## config.mk

```make
export PLATFORM = sky130hd
export DESIGN_NAME = belt_tension_mode_controller
export DESIGN_NICKNAME = d
export VERILOG_FILES = /design/src/rtl/btmc_pkg.sv /design/src/rtl/btmc_cfg_regs.sv /design/src/rtl/btmc_step.sv /design/src/rtl/belt_tension_mode_controller.sv
export VERILOG_INCLUDE_DIRS = /design/src /design/src/rtl
export SDC_FILE = /design/constraint.sdc
export NUM_CORES = 1
export LEC_CHECK = 0
export ABC_AREA = 0
export BUFFER_PORTS_ARGS = -buffer_cell sky130_fd_sc_hd__buf_4
export CORE_MARGIN = 5
export CORE_UTILIZATION = 25
export DETAILED_ROUTE_END_ITERATION = 8
export GPL_ROUTABILITY_DRIVEN = 0
export PLACE_DENSITY = 0.47
export SLEW_MARGIN = 20
export SYNTH_ARGS = -nofsm -noshare
export SYNTH_HDL_FRONTEND = slang
export SYNTH_SLANG_ARGS = --single-unit
export TNS_END_PERCENT = 30
```

## constraint.sdc

```tcl
create_clock -name i_clk -period 3.1 [get_ports i_clk]
set_input_delay 0.31 -clock i_clk [delete_from_list [all_inputs] [get_ports i_clk]]
set_output_delay 0.31 -clock i_clk [all_outputs]
set_load 0.01 [all_outputs]
```

## src/rtl/belt_tension_mode_controller_macros.svh

```systemverilog
// Assertion macros shared by the belt tension mode controller RTL.
// Included by files that carry concurrent checks; needs no other file.
`ifndef BELT_TENSION_MODE_CONTROLLER_MACROS_SVH
`define BELT_TENSION_MODE_CONTROLLER_MACROS_SVH

// Same-cycle implication, disabled while reset is asserted.
`define BTMC_ASSERT_NOW(label, clk, rst_n, ante, cons, msg) \
    label: assert property (@(posedge clk) disable iff (!(rst_n)) (ante) |-> (cons)) \
        else $error(msg);

// Next-cycle implication, disabled while reset is asserted.
`define BTMC_ASSERT_NEXT(label, clk, rst_n, ante, cons, msg) \
    label: assert property (@(posedge clk) disable iff (!(rst_n)) (ante) |=> (cons)) \
        else $error(msg);

`endif

```

## src/rtl/btmc_pkg.sv

```systemverilog
// Shared types and constants for the belt tension mode controller.
// Used by btmc_cfg_regs, btmc_step and the top level; depends on nothing.
`timescale 1ns / 1ps

package btmc_pkg;

    localparam int CFG_DATA_W  = 64;
    localparam int CFG_INDEX_W = 3;
    localparam int TENSION_W   = 16;
    localparam int LIMIT_W     = 15;
    localparam int STEP_W      = 10;
    localparam logic [STEP_W-1:0] STEP_RESET = STEP_W'(1);

    typedef enum logic [2:0] {
        MODE_READY      = 3'd0,
        MODE_FREEING    = 3'd1,
        MODE_RELEASING  = 3'd2,
        MODE_PARKING    = 3'd3,
        MODE_SLACK      = 3'd4,
        MODE_WARNING    = 3'd5,
        MODE_PRETENSION = 3'd6
    } t_mode;

    typedef enum logic [2:0] {
        CMD_NONE     = 3'd0,
        CMD_BUCKLE   = 3'd1,
        CMD_UNBUCKLE = 3'd2,
        CMD_ALERT    = 3'd3,
        CMD_TIGHTEN  = 3'd4,
        CMD_RELEASE  = 3'd5,
        CMD_FREE     = 3'd6,
        CMD_INVALID  = 3'd7
    } t_command;

    typedef enum logic [CFG_INDEX_W-1:0] {
        CFG_REF_TABLE_LOW   = 3'd0,
        CFG_REF_TABLE_HIGH  = 3'd1,
        CFG_PARKING_DONE    = 3'd2,
        CFG_SLACK_DONE      = 3'd3,
        CFG_FREEING_LIMIT   = 3'd4,
        CFG_RELEASING_LIMIT = 3'd5,
        CFG_WARNING_LIMIT   = 3'd6,
        CFG_PERIOD_STEP     = 3'd7
    } t_cfg_index;

    typedef struct packed {
        logic [63:0]                  ref_table_low;
        logic [47:0]                  ref_table_high;
        logic signed [TENSION_W-1:0]  parking_done_tension;
        logic signed [TENSION_W-1:0]  slack_done_tension;
        logic [LIMIT_W-1:0]           freeing_limit;
        logic [LIMIT_W-1:0]           releasing_limit;
        logic [LIMIT_W-1:0]           warning_limit;
        logic [STEP_W-1:0]            period_step;
    } t_cfg;

    // Register contents after reset: everything zero except the period step.
    localparam t_cfg CFG_RESET = '{
        ref_table_low:        '0,
        ref_table_high:       '0,
        parking_done_tension: '0,
        slack_done_tension:   '0,
        freeing_limit:        '0,
        releasing_limit:      '0,
        warning_limit:        '0,
        period_step:          STEP_RESET
    };

endpackage

```

## src/rtl/btmc_cfg_regs.sv

```systemverilog
// Configuration register file of the belt tension mode controller.
// Depends on btmc_pkg for the register index codes and the t_cfg bundle.
`timescale 1ns / 1ps

module btmc_cfg_regs
    import btmc_pkg::*;
(
    input  logic                   i_clk,
    input  logic                   i_rst_n,
    input  logic                   i_cfg_we,
    input  logic [CFG_INDEX_W-1:0] i_cfg_index,
    input  logic [CFG_DATA_W-1:0]  i_cfg_data,
    output t_cfg                   o_cfg
);

    t_cfg r_cfg;

    always_ff @(posedge i_clk) begin
        if (!i_rst_n) begin
            r_cfg <= CFG_RESET;
        end else if (i_cfg_we) begin
            case (t_cfg_index'(i_cfg_index))
                CFG_REF_TABLE_LOW:   r_cfg.ref_table_low        <= i_cfg_data;
                CFG_REF_TABLE_HIGH:  r_cfg.ref_table_high       <= i_cfg_data[47:0];
                CFG_PARKING_DONE:    r_cfg.parking_done_tension <= i_cfg_data[TENSION_W-1:0];
                CFG_SLACK_DONE:      r_cfg.slack_done_tension   <= i_cfg_data[TENSION_W-1:0];
                CFG_FREEING_LIMIT:   r_cfg.freeing_limit        <= i_cfg_data[LIMIT_W-1:0];
                CFG_RELEASING_LIMIT: r_cfg.releasing_limit      <= i_cfg_data[LIMIT_W-1:0];
                CFG_WARNING_LIMIT:   r_cfg.warning_limit        <= i_cfg_data[LIMIT_W-1:0];
                CFG_PERIOD_STEP:     r_cfg.period_step          <= i_cfg_data[STEP_W-1:0];
                default: begin
                end
            endcase
        end
    end

    assign o_cfg = r_cfg;

endmodule

```

## src/rtl/btmc_step.sv

```systemverilog
// Combinational step of the mode controller: reference lookup and transition.
// Depends on btmc_pkg for mode and command codes and the t_cfg bundle.
`timescale 1ns / 1ps

module btmc_step
    import btmc_pkg::*;
#(
    parameter int TIMER_BITS = 15
) (
    input  t_mode                        i_mode,
    input  logic [TIMER_BITS-1:0]        i_timer,
    input  logic [2:0]                   i_command,
    input  logic signed [TENSION_W-1:0]  i_belt_tension,
    input  t_cfg                         i_cfg,
    output logic signed [TENSION_W-1:0]  o_tension_ref,
    output t_mode                        o_mode,
    output logic [TIMER_BITS-1:0]        o_timer
);

    // Compare width covers both the timer and the 15-bit limits.
    localparam int CMP_W = (TIMER_BITS > LIMIT_W) ? TIMER_BITS : LIMIT_W;
    // Sum width leaves room for one carry above timer or step.
    localparam int SUM_W = ((TIMER_BITS > STEP_W) ? TIMER_BITS : STEP_W) + 1;
    localparam logic [TIMER_BITS-1:0] TIMER_MAX = '1;

    t_command             cmd;
    logic [CMP_W-1:0]     timer_cmp;
    logic [SUM_W-1:0]     timer_sum;
    logic [TIMER_BITS-1:0] timer_adv;
    logic                 freeing_over;
    logic                 releasing_over;
    logic                 warning_over;

    assign cmd       = t_command'(i_command);
    assign timer_cmp = CMP_W'(i_timer);
    assign timer_sum = SUM_W'(i_timer) + SUM_W'(i_cfg.period_step);
    assign timer_adv = (timer_sum > SUM_W'(TIMER_MAX)) ? TIMER_MAX
                                                       : timer_sum[TIMER_BITS-1:0];

    assign freeing_over   = timer_cmp > CMP_W'(i_cfg.freeing_limit);
    assign releasing_over = timer_cmp > CMP_W'(i_cfg.releasing_limit);
    assign warning_over   = timer_cmp > CMP_W'(i_cfg.warning_limit);

    always_comb begin
        case (i_mode)
            MODE_READY:      o_tension_ref = i_cfg.ref_table_low[15:0];
            MODE_FREEING:    o_tension_ref = i_cfg.ref_table_low[31:16];
            MODE_RELEASING:  o_tension_ref = i_cfg.ref_table_low[47:32];
            MODE_PARKING:    o_tension_ref = i_cfg.ref_table_low[63:48];
            MODE_SLACK:      o_tension_ref = i_cfg.ref_table_high[15:0];
            MODE_WARNING:    o_tension_ref = i_cfg.ref_table_high[31:16];
            MODE_PRETENSION: o_tension_ref = i_cfg.ref_table_high[47:32];
            default:         o_tension_ref = '0;
        endcase
    end

    always_comb begin
        o_mode  = i_mode;
        o_timer = i_timer;
        case (i_mode)
            MODE_READY: begin
                case (cmd)
                    CMD_BUCKLE: begin
                        o_mode  = MODE_SLACK;
                        o_timer = '0;
                    end
                    CMD_UNBUCKLE: begin
                        o_mode  = MODE_PARKING;
                        o_timer = '0;
                    end
                    CMD_ALERT: begin
                        o_mode  = MODE_WARNING;
                        o_timer = '0;
                    end
                    CMD_TIGHTEN: begin
                        o_mode  = MODE_PRETENSION;
                        o_timer = '0;
                    end
                    default: begin
                    end
                endcase
            end
            MODE_FREEING: begin
                if (freeing_over) begin
                    o_mode  = MODE_READY;
                    o_timer = '0;
                end else begin
                    o_timer = timer_adv;
                end
            end
            MODE_RELEASING: begin
                if (releasing_over) begin
                    o_mode  = MODE_READY;
                    o_timer = '0;
                end else begin
                    o_timer = timer_adv;
                end
            end
            MODE_PARKING: begin
                if (i_belt_tension > i_cfg.parking_done_tension) begin
                    o_mode  = MODE_FREEING;
                    o_timer = '0;
                end
            end
            MODE_SLACK: begin
                if (i_belt_tension > i_cfg.slack_done_tension) begin
                    o_mode  = MODE_FREEING;
                    o_timer = '0;
                end
            end
            MODE_WARNING: begin
                if (warning_over) begin
                    o_mode  = MODE_FREEING;
                    o_timer = '0;
                end else begin
                    o_timer = timer_adv;
                end
            end
            MODE_PRETENSION: begin
                case (cmd)
                    CMD_RELEASE: begin
                        o_mode  = MODE_RELEASING;
                        o_timer = '0;
                    end
                    CMD_FREE: begin
                        o_mode  = MODE_FREEING;
                        o_timer = '0;
                    end
                    default: begin
                    end
                endcase
            end
            default: begin
            end
        endcase
    end

endmodule

```

## src/rtl/belt_tension_mode_controller.sv

```systemverilog
// Belt tension mode controller: one transaction per cycle, one result each. Every input
// transaction is one control-period tick carrying a command and a measured belt tension;
// its result carries the tension reference of the mode that was in force before the tick
// and the mode after it. The tick is evaluated in the cycle it is accepted, the mode and
// timer registers update on that edge, and the result appears from the output register
// on the next cycle, so a new transaction can be taken every cycle. The single mode/timer
// feedback loop through btmc_step sets that rate. The output register only stalls intake
// when it is full and not being taken. Configuration writes are registered and must be
// made while no transaction is in flight.
// Depends on btmc_pkg, btmc_cfg_regs, btmc_step and the assertion macro header.
`timescale 1ns / 1ps
`include "belt_tension_mode_controller_macros.svh"

module belt_tension_mode_controller
    import btmc_pkg::*;
#(
    parameter int TIMER_BITS = 15
) (
    input  logic                         i_clk,
    input  logic                         i_rst_n,
    // Configuration write port.
    input  logic                         i_cfg_we,
    input  logic [CFG_INDEX_W-1:0]       i_cfg_index,
    input  logic [CFG_DATA_W-1:0]        i_cfg_data,
    // Input channel.
    input  logic                         i_in_valid,
    output logic                         o_in_ready,
    input  logic [2:0]                   i_command,
    input  logic signed [TENSION_W-1:0]  i_belt_tension,
    // Output channel.
    output logic                         o_out_valid,
    input  logic                         i_out_ready,
    output logic signed [TENSION_W-1:0]  o_tension_ref,
    output logic [2:0]                   o_mode
);

    t_cfg                        cfg;
    t_mode                       r_mode;
    t_mode                       n_mode;
    logic [TIMER_BITS-1:0]       r_timer;
    logic [TIMER_BITS-1:0]       n_timer;
    logic signed [TENSION_W-1:0] step_ref;
    logic                        r_out_valid;
    logic signed [TENSION_W-1:0] r_tension_ref;
    t_mode                       r_out_mode;
    logic                        in_accept;

    btmc_cfg_regs u_cfg_regs (
        .i_clk       (i_clk),
        .i_rst_n     (i_rst_n),
        .i_cfg_we    (i_cfg_we),
        .i_cfg_index (i_cfg_index),
        .i_cfg_data  (i_cfg_data),
        .o_cfg       (cfg)
    );

    btmc_step #(
        .TIMER_BITS (TIMER_BITS)
    ) u_step (
        .i_mode         (r_mode),
        .i_timer        (r_timer),
        .i_command      (i_command),
        .i_belt_tension (i_belt_tension),
        .i_cfg          (cfg),
        .o_tension_ref  (step_ref),
        .o_mode         (n_mode),
        .o_timer        (n_timer)
    );

    // Intake is open whenever the output register is empty or is draining this cycle.
    assign o_in_ready = !r_out_valid || i_out_ready;
    assign in_accept  = i_in_valid && o_in_ready;

    // Mode and timer move only on an accepted tick.
    always_ff @(posedge i_clk) begin
        if (!i_rst_n) begin
            r_mode  <= MODE_READY;
            r_timer <= '0;
        end else if (in_accept) begin
            r_mode  <= n_mode;
            r_timer <= n_timer;
        end
    end

    always_ff @(posedge i_clk) begin
        if (!i_rst_n) begin
            r_out_valid <= 1'b0;
        end else if (in_accept) begin
            r_out_valid <= 1'b1;
        end else if (i_out_ready) begin
            r_out_valid <= 1'b0;
        end
    end

    // The result payload needs no reset; it is qualified by r_out_valid.
    always_ff @(posedge i_clk) begin
        if (in_accept) begin
            r_tension_ref <= step_ref;
            r_out_mode    <= n_mode;
        end
    end

    assign o_out_valid   = r_out_valid;
    assign o_tension_ref = r_tension_ref;
    assign o_mode        = 3'(r_out_mode);

    // Modes without a running timer always hold it at zero.
    `BTMC_ASSERT_NOW(a_untimed_timer_zero, i_clk, i_rst_n,
        (r_mode == MODE_READY || r_mode == MODE_PARKING || r_mode == MODE_SLACK ||
         r_mode == MODE_PRETENSION), (r_timer == '0), "timer nonzero in an untimed mode")

    // A pending result always reports the current mode.
    `BTMC_ASSERT_NOW(a_out_mode_matches, i_clk, i_rst_n,
        r_out_valid, (r_out_mode == r_mode), "pending result disagrees with mode register")

    // Every accepted tick leaves a result in the output register.
    `BTMC_ASSERT_NEXT(a_accept_gives_result, i_clk, i_rst_n,
        (i_rst_n && in_accept), r_out_valid, "accepted tick produced no result")

    // Without an accepted tick the mode does not move.
    `BTMC_ASSERT_NEXT(a_mode_holds_idle, i_clk, i_rst_n,
        (i_rst_n && !in_accept), ($stable(r_mode) && $stable(r_timer)),
        "mode or timer changed without an accepted tick")

endmodule

```

==> impl_metrics.ini, run 1 <==
[status]
status = finished clean

[critical_path]
path_common_cell = buf_4
path_cells = ha_1 -> a21oi_1 -> o21ai_0 -> a2111oi_1 -> buf_4 -> a21oi_1 -> buf_4 -> nand4bb_1 -> nand4_1 -> buf_4 -> o2bb2ai_1
crit_family = compound AO/OA/AOI/OAI gates
critical_path_arrival_ps = 3390
crit_path_max_incr_delay_ps = 570
endpoint_kind = flop
cpMaxStageDelayCell = dfxtp_1
start_kind = flop
critPathBufInv = 3
path_max_fanout = 10
critPathRequiredTime_ps = 3590
path_class = reg2reg

[global_route]
grt_remaining_overflow = 0
antenna_found_initial = 0
grt_max_degree = 126
grt_usage = 0.147
grt_pass1_vias = 10400
grt_pass1_wl_um = 61600

[yosys]
synth_top_area_cell = dfxtp_1
netlist_top_cells_area = dfxtp_1, nand2_1, a21boi_0
synthesis.area_um2 = 12200
syn_avg_cell_area_um2 = 8.33
synth-xor-area-share = 0.00502
synth-seq-cells = 237
ys.flop_type = dfxtp_1
async_reset_ff_frac = 0
syn_inst = 1466
synth_edf_count = 19
ys_types = 66
synthMuxAreaShare = 0.0368
synth.top_cell.area_share = 0.358
synth_fa_ha_area_frac = 0.0908
synth_top_family_by_area = compound AO/OA/AOI/OAI gates
ys_seq_area_frac = 0.404
syn_nets = 1645
synth-simple-area-share = 0.200
yosys_warnings = 0
synth_compound_area_frac = 0.209

[power]
powerDensity_nw_per_um2 = 500
p_leak_nw = 5.57
peakVddDrop_mv = 0.364
power_mw = 7.61

[route]
drc = 0
routed_wirelength_um = 39700
dr.pass1.iters = 5
drt-initial-drc-count = 607
avgRoutedWirePerCell_um = 17.7
routed_via_density = 4.65
num_vias = 10400
ant_nets = 0

[place]
place_area_um2 = 13800
port_buffers = 111
dpl.hpwl_um = 28100
dp_slack_ps = 38.3

[finish]
area_delta_synth_final_pct = 24.7
drive_gt1_frac = 0.145
final_common_cell = nand2_1
antenna_cells = 0
multiInputGateArea_um2 = 6630
nets = 1779
final_cell_mix = nand2_1, dfxtp_1, a21boi_0
finalInstanceArea_um2 = 15200
seqCellArea_um2 = 4940
fill_cells = 5168

[clock_tree]
clock_path_buffers = 3
worstSkewPairLatency_ps = 580
cts_made_buffers = 28
cts_tree = built
clkTransAtPathRegs_ps = 60
htreeDepth = 1
cts_root_buffer = clkbuf_16
post-cts-setup-buffers = 0
clock_sinks = 237

[min_path]
hold_path.class = in2reg

[floorplanning]
die_area_um2 = 53300
core_region_area_um2 = 48600
die_x_um = 231
initial_core_util = 0.251
die_y_um = 231
ioPinCount = 112
rows = 81

[sta]
rsz0062_at_grt = no
hold_viol = 0
worst_slew_pin_slew_ps = 811
slew_violations = 0
period_needed_ps = 2910
fin_tns_setup_ps = 0
skew_ps = 26.9
fin_crit_sh = 0.937
setup_viol = 0
fmax_mhz = 344
relSlewSlack = 0.458
worst_slack_ps = 194

[job]
cap_violations = 0
==> synth_stat cells, drive strengths merged (4+ instances only) <==
| cell type | n |
|---|---|
| a2111oi | 5 |
| a211oi | 10 |
| a21boi | 200 |
| a21o | 7 |
| a21oi | 36 |
| a221o | 5 |
| a22oi | 10 |
| a32oi | 4 |
| and2 | 4 |
| and3 | 4 |
| and4 | 4 |
| buf | 13 |
| clkbuf | 75 |
| dfxtp | 218 |
| edfxtp | 19 |
| ha | 87 |
| inv | 84 |
| mux2 | 9 |
| mux2i | 19 |
| mux4 | 7 |
| nand2 | 435 |
| nand2b | 7 |
| nand3 | 17 |
| nand4 | 15 |
| nor2 | 48 |
| nor2b | 20 |
| nor3 | 6 |
| nor4 | 5 |
| o211ai | 6 |
| o21a | 5 |
| o21ai | 28 |
| o2bb2ai | 11 |
| xnor2 | 6 |
==> sequential cells by signal, summed over array words and instances, names as in the netlist <==
signal	count
o_mode	3
u_cfg_regs.o_cfg	199
r_mode	3
o_tension_ref	16
o_out_valid	1
r_timer	15
==> power by group <==
| part | internal, mW | leakage, nW | switching, mW | total (mW) |
|---|---|---|---|---|
| Combinational | 0.384 | 3.15 | 0.503 | 0.886 |
| Clock | 2.08 | 0.472 | 1.42 | 3.50 |
| Sequential | 3.18 | 1.96 | 0.0469 | 3.22 |
| Total | 5.64 | 5.57 | 1.97 | 7.61 |
==> routing by layer <==
metal	GRT usage	vias to the layer above	routed length, um
met3	0.0219	57	1660
met2	0.250	178	19300
met5	0	-	0
met1	0.195	4939	17900
met4	0.0360	0	818
li1	-	5250	-
==> final timing paths <==
check | endpoint | cells past startpoint | from | slack, ps
worst min-delay path | u_cfg_regs.o_cfg[194] | 3 | i_cfg_data[59] | 20
worst max-delay path | r_timer[9] | 11 | r_timer[12] | 190
worst min register to register | u_cfg_regs.o_cfg[163] | 2 | u_cfg_regs.o_cfg[163] | 460
worst max register to register | r_timer[9] | 11 | r_timer[12] | 190
==> worst min-delay path: stages <==
cell	delay (ps)
buf_4	120
nand2_1	50
a21boi_0	60
==> metrics by stage <==
stage	utilization	instances	hold WS (ps)
2_1_floorplan	-	1466	439
5_1_grt	0.313	2243	5.30
3_5_place_dp	0.285	2155	456
6_report	0.313	2243	20.3
4_1_cts	0.313	2243	0.210
3_3_place_gp	0.285	2155	450
==> what timing repair did <==
| item | CTS | global route |
|---|---|---|
| endpoints found under the setup margin | 0 | 14 |
| hold buffers | 37 | 0 |
| resized for setup | 0 | 5 |
| endpoints found under the hold margin | 56 | 0 |
==> logic make-up (layout without fill, tap and decap cells) <==
| logic type | count (synthesis) | count (layout) |
|---|---|---|
| and+or+nand+nor | 581 | 581 |
| AOI/OAI and AO/OA | 346 | 346 |
| DFF | 237 | 237 |
| buffers and inverters | 172 | 327 |
| adders and majority gates | 88 | 88 |
| muxes | 35 | 35 |
| xor gates and xnor gates | 7 | 7 |
==> final cells by class <==
| class | instances | share of cell area |
|---|---|---|
| well taps | 622 | 0.0511 |
| multi-input cells | 1057 | 0.436 |
| clock buffers | 34 | 0.0495 |
| inverters | 84 | 0.0207 |
| repair buffers | 192 | 0.103 |
| clock inverters | 17 | 0.0151 |
| flip-flops and latches | 237 | 0.324 |
Note: power is estimated with default switching activity, not from simulation.
==> run 2, diff against run 1 <==
Settings changed: CTS_BUF_LIST set to sky130_fd_sc_hd__clkbuf_8.
==> impl_metrics.ini, run 2 (synthesized netlist as in run 1, its figures left out) <==
[route]
routed_wirelength_um = 40100
num_vias = 10500
dr.pass1.iters = 5
drt-initial-drc-count = 542
routed_via_density = 4.63
ant_nets = 0
drc = 0
avgRoutedWirePerCell_um = 17.6

[global_route]
grt_usage = 0.148
grt_max_degree = 126
grt_pass1_wl_um = 62100
grt_remaining_overflow = 0
grt_pass1_vias = 10500
antenna_found_initial = 1

[finish]
final_cell_mix = nand2_1, dfxtp_1, a21boi_0
drive_gt1_frac = 0.155
layoutNonFillerInstCount = 2279
fill_cells = 5175
largest_register_ffs = 199
area_delta_synth_final_pct = 24.8
nets = 1800
final_common_cell = nand2_1

[sta]
rsz0062_at_grt = no
fin_tns_setup_ps = 0
setup_viol = 0
worst_slack_ps = 219
fin_crit_sh = 0.929
skew_ps = 35.0
fmax_mhz = 347
worst_slew_pin_slew_ps = 843
period_needed_ps = 2880
relSlewSlack = 0.437
hold_viol = 0
slew_violations = 0

[floorplanning]
initial_core_util = 0.251
die_area_um2 = 53300
rows = 81
ioPinCount = 112
die_x_um = 231
die_y_um = 231
core_region_area_um2 = 48600

[critical_path]
path_cells = ha_1 -> nor2b_1 -> o21ai_0 -> a21oi_1 -> a2111oi_2 -> buf_4 -> o2111a_1 -> nand4bb_1 -> nand4_1 -> buf_4 -> o2bb2ai_1
critical_path_arrival_ps = 3370
critPathBufInv = 2
path_common_cell = buf_4
path_class = reg2reg
crit_path_max_incr_delay_ps = 500
crit_family = compound AO/OA/AOI/OAI gates
path_max_fanout = 10
critPathRequiredTime_ps = 3590
start_kind = flop
endpoint_kind = flop
cpMaxStageDelayCell = dfxtp_1

[place]
dpl.hpwl_um = 28100
dp.cells = 2155
dp_slack_ps = 38.3
port_buffers = 111

[clock_tree]
clock_path_buffers = 3
worstSkewPairLatency_ps = 570
cts_tree = built
cts_made_buffers = 44
cts_root_buffer = clkbuf_8
clock_sinks = 237
htreeDepth = 2
clkTransAtPathRegs_ps = 60

[power]
powerDensity_nw_per_um2 = 479
p_leak_nw = 5.65
peakVddDrop_mv = 0.240

[status]
status = finished clean

[min_path]
hold_path.class = in2reg

[job]
cap_violations = 0
==> run 2: stage by stage <==
stage                     hold WS [ps]   util  total power, mW  cell area (um2)
final                             39.4  0.313             7.29            15200
after CTS                        0.449  0.313             7.41            15200
after detailed placement           456  0.285             4.15            13800
after floorplan                    439      -             3.75            12200
after global placement             450  0.285             4.14            13800
after global routing              13.8  0.313             7.63            15200
==> run 2: path summary, 6_finish.rpt <==
kind	from	endpoint	slack, ps	depth (start not counted)
worst max-delay path	r_timer[1]	r_timer[8]	220	11
worst max register to register	r_timer[1]	r_timer[8]	220	11
worst min-delay path	i_cfg_data[29]	u_cfg_regs.o_cfg[164]	40	3
worst min register to register	u_cfg_regs.o_cfg[161]	u_cfg_regs.o_cfg[161]	460	2
==> run 2: area by class of cell <==
type | instances | area, um2 | area share
inverters | 84 | 315 | 0.0207
clock buffers | 59 | 812 | 0.0533
clock inverters | 22 | 128 | 0.00838
multi-input cells | 1057 | 6630 | 0.436
flip-flops and latches | 237 | 4940 | 0.324
diodes | 1 | 2.50 | 0.000164
repair buffers | 197 | 1620 | 0.106
well taps | 622 | 778 | 0.0511
==> run 2: timing repair <==
item,4_1_cts,5_1_grt
buffers inserted,0,0
hold endpoints to repair,65,0
gates resized for setup,0,6
hold buffers,42,0
endpoints found under the setup margin,0,15
==> run 2: worst min-delay path: stages <==
cell,delay [ps]
buf_4,110
nand2_1,40
a21boi_0,60
==> run 2: layer usage <==
| layer | share of wire | global-route usage | up-vias |
|---|---|---|---|
| li1 | - | - | 5297 |
| met1 | 0.45 | 0.193 | 4973 |
| met2 | 0.48 | 0.252 | 209 |
| met3 | 0.046 | 0.0272 | 69 |
| met4 | 0.024 | 0.0429 | 0 |
| met5 | 0 | 0 | - |
==> run 2: report_power, final <==
group	leakage, nW	switching [mW]	internal (mW)
clock network	0.526	1.39	1.78
registers	1.96	0.0470	3.18
logic	3.17	0.507	0.388
total	5.65	1.94	5.35
==> run 3, diff against run 2 <==
Settings changed: CORE_ASPECT_RATIO set to 1.75.
==> impl_metrics.ini, run 3 (synthesized netlist as in run 1, its figures left out) <==
[status]
status = finished clean

[floorplanning]
ioPinCount = 112
die_y_um = 302
core_region_area_um2 = 48500
rows = 107
initial_core_util = 0.252
die_x_um = 177
die_area_um2 = 53500

[power]
power_switching_share = 0.281
p_leak_nw = 5.56
sequentialPowerShare = 0.470
power_mw = 6.84
peakVddDrop_mv = 0.289
comb_power_share = 0.132
powerDensity_nw_per_um2 = 453
power_switching_mw = 1.92
p_int_mw = 4.92
clkPwrFrac = 0.398

[place]
place_area_um2 = 13900
dp.cells = 2187
dpl.hpwl_um = 30700
port_buffers = 111
dp_slack_ps = -93.1

[critical_path]
critical_path_arrival_ps = 3340
path_class = reg2reg
endpoint_kind = flop
start_kind = flop
path_max_fanout = 10
critPathRequiredTime_ps = 3560
worstRegToRegCells = 13

[clock_tree]
htreeDepth = 2
cts_made_buffers = 39
clock_path_buffers = 3
clock_sinks = 237
cts_tree = built
worstSkewPairLatency_ps = 590
clkTransAtPathRegs_ps = 60
cts_root_buffer = clkbuf_8

[route]
drc = 0
dr.pass1.iters = 4
routed_via_density = 4.61
drt-initial-drc-count = 450
routed_wirelength_um = 42600
num_vias = 10600
avgRoutedWirePerCell_um = 18.5
ant_nets = 0

[sta]
relSlewSlack = 0.433
setup_viol = 0
fmax_mhz = 347
skew_ps = 37.5
hold_viol = 0
fin_crit_sh = 0.930
period_needed_ps = 2880
worst_slack_ps = 217
fin_hold_ws_ps = 31.6
slew_violations = 0
worst_slew_pin_slew_ps = 850
rsz0062_at_grt = no

[finish]
nets = 1797
layoutNonFillerInstCount = 2301
final_common_cell = nand2_1
seqCellArea_um2 = 4940
multiInputGateArea_um2 = 6630
area_delta_synth_final_pct = 23.7
fill_cells = 5352
largest_register_ffs = 199
drive_gt1_frac = 0.145
finalInstanceArea_um2 = 15100
final_cell_mix = nand2_1, dfxtp_1, a21boi_0

[min_path]
holdPathStages = 3
hold_path.class = in2reg

[global_route]
grt_usage = 0.158
grt_remaining_overflow = 0
grt_max_degree = 94
antenna_found_initial = 1
grt_pass1_vias = 10900
grt_pass1_wl_um = 64600

[job]
cap_violations = 0
run 3: changes by cell type in the layout (fill, tap and decap cells not counted), sizes merged:
| cell | previous run | this run |
|---|---|---|
| buf | 155 | 156 |
| bufinv | 1 | 0 |
| clkbuf | 59 | 46 |
| clkinv | 6 | 8 |
| clkinvlp | 3 | 0 |
| dlygate4sd3 | 42 | 43 |
| inv | 96 | 99 |
run 3: critical path, cell delays in order (launching register included):
cell and delay, ps:
dfxtp_1 330, inv_1 80, ha_1 310, nand4_1 100
or3_1 410, a21oi_1 210, a2111oi_2 90, mux2i_2 200
buf_4 190, a211oi_2 280, and2_4 240, nor2b_1 50
buf_4 170, o2bb2ai_1 120
run 3: through the flow:
step	utilization	setup TNS [ps]
after floorplan	-	0
after global placement	0.287	0
after detailed placement	0.287	-939
after CTS	0.311	0
after global routing	0.311	0
final	0.311	0
run 3: timing repair:
item | 4_1_cts | 5_1_grt
hold buffers | 43 | 0
endpoints found under the setup margin | 10 | 14
resized for setup | 1 | 4
pin swaps | 0 | 1
hold endpoints to repair | 70 | 0
setup buffers | 0 | 1
gates cloned | 0 | 0
run 3: worst paths after layout:
kind / startpoint / to / slack [ps]
worst max register to register: u_cfg_regs.o_cfg[85] / r_timer[1] / 220
worst max-delay path: u_cfg_regs.o_cfg[85] / r_timer[1] / 220
worst min register to register: u_cfg_regs.o_cfg[132] / u_cfg_regs.o_cfg[132] / 460
worst min-delay path: i_cfg_data[54] / u_cfg_regs.o_cfg[189] / 30
run 3: power by group through the flow:
stage | registers, mW | logic [mW] | clock network, mW
after global placement | 3.28 | 0.859 | 0
after CTS | 3.22 | 0.912 | 2.83
after detailed placement | 3.29 | 0.864 | 0
after global routing | 3.23 | 0.984 | 2.96
final | 3.22 | 0.900 | 2.73
after floorplan | 3.28 | 0.466 | 0
run 3: routing by layer:
layer,track usage,wire [um],vias up
met4,0.0739,2000,0
met5,0,0,-
li1,-,-,5277
met3,0.0169,1250,78
met1,0.168,15900,5039
met2,0.306,23400,213
run 3: layout make-up:
cell class,count,area share
inverters,84,0.0209
clock inverters,23,0.00796
flip-flops and latches,237,0.327
well taps,654,0.0542
multi-input cells,1057,0.439
diodes,1,0.000166
clock buffers,46,0.0419
repair buffers,199,0.109
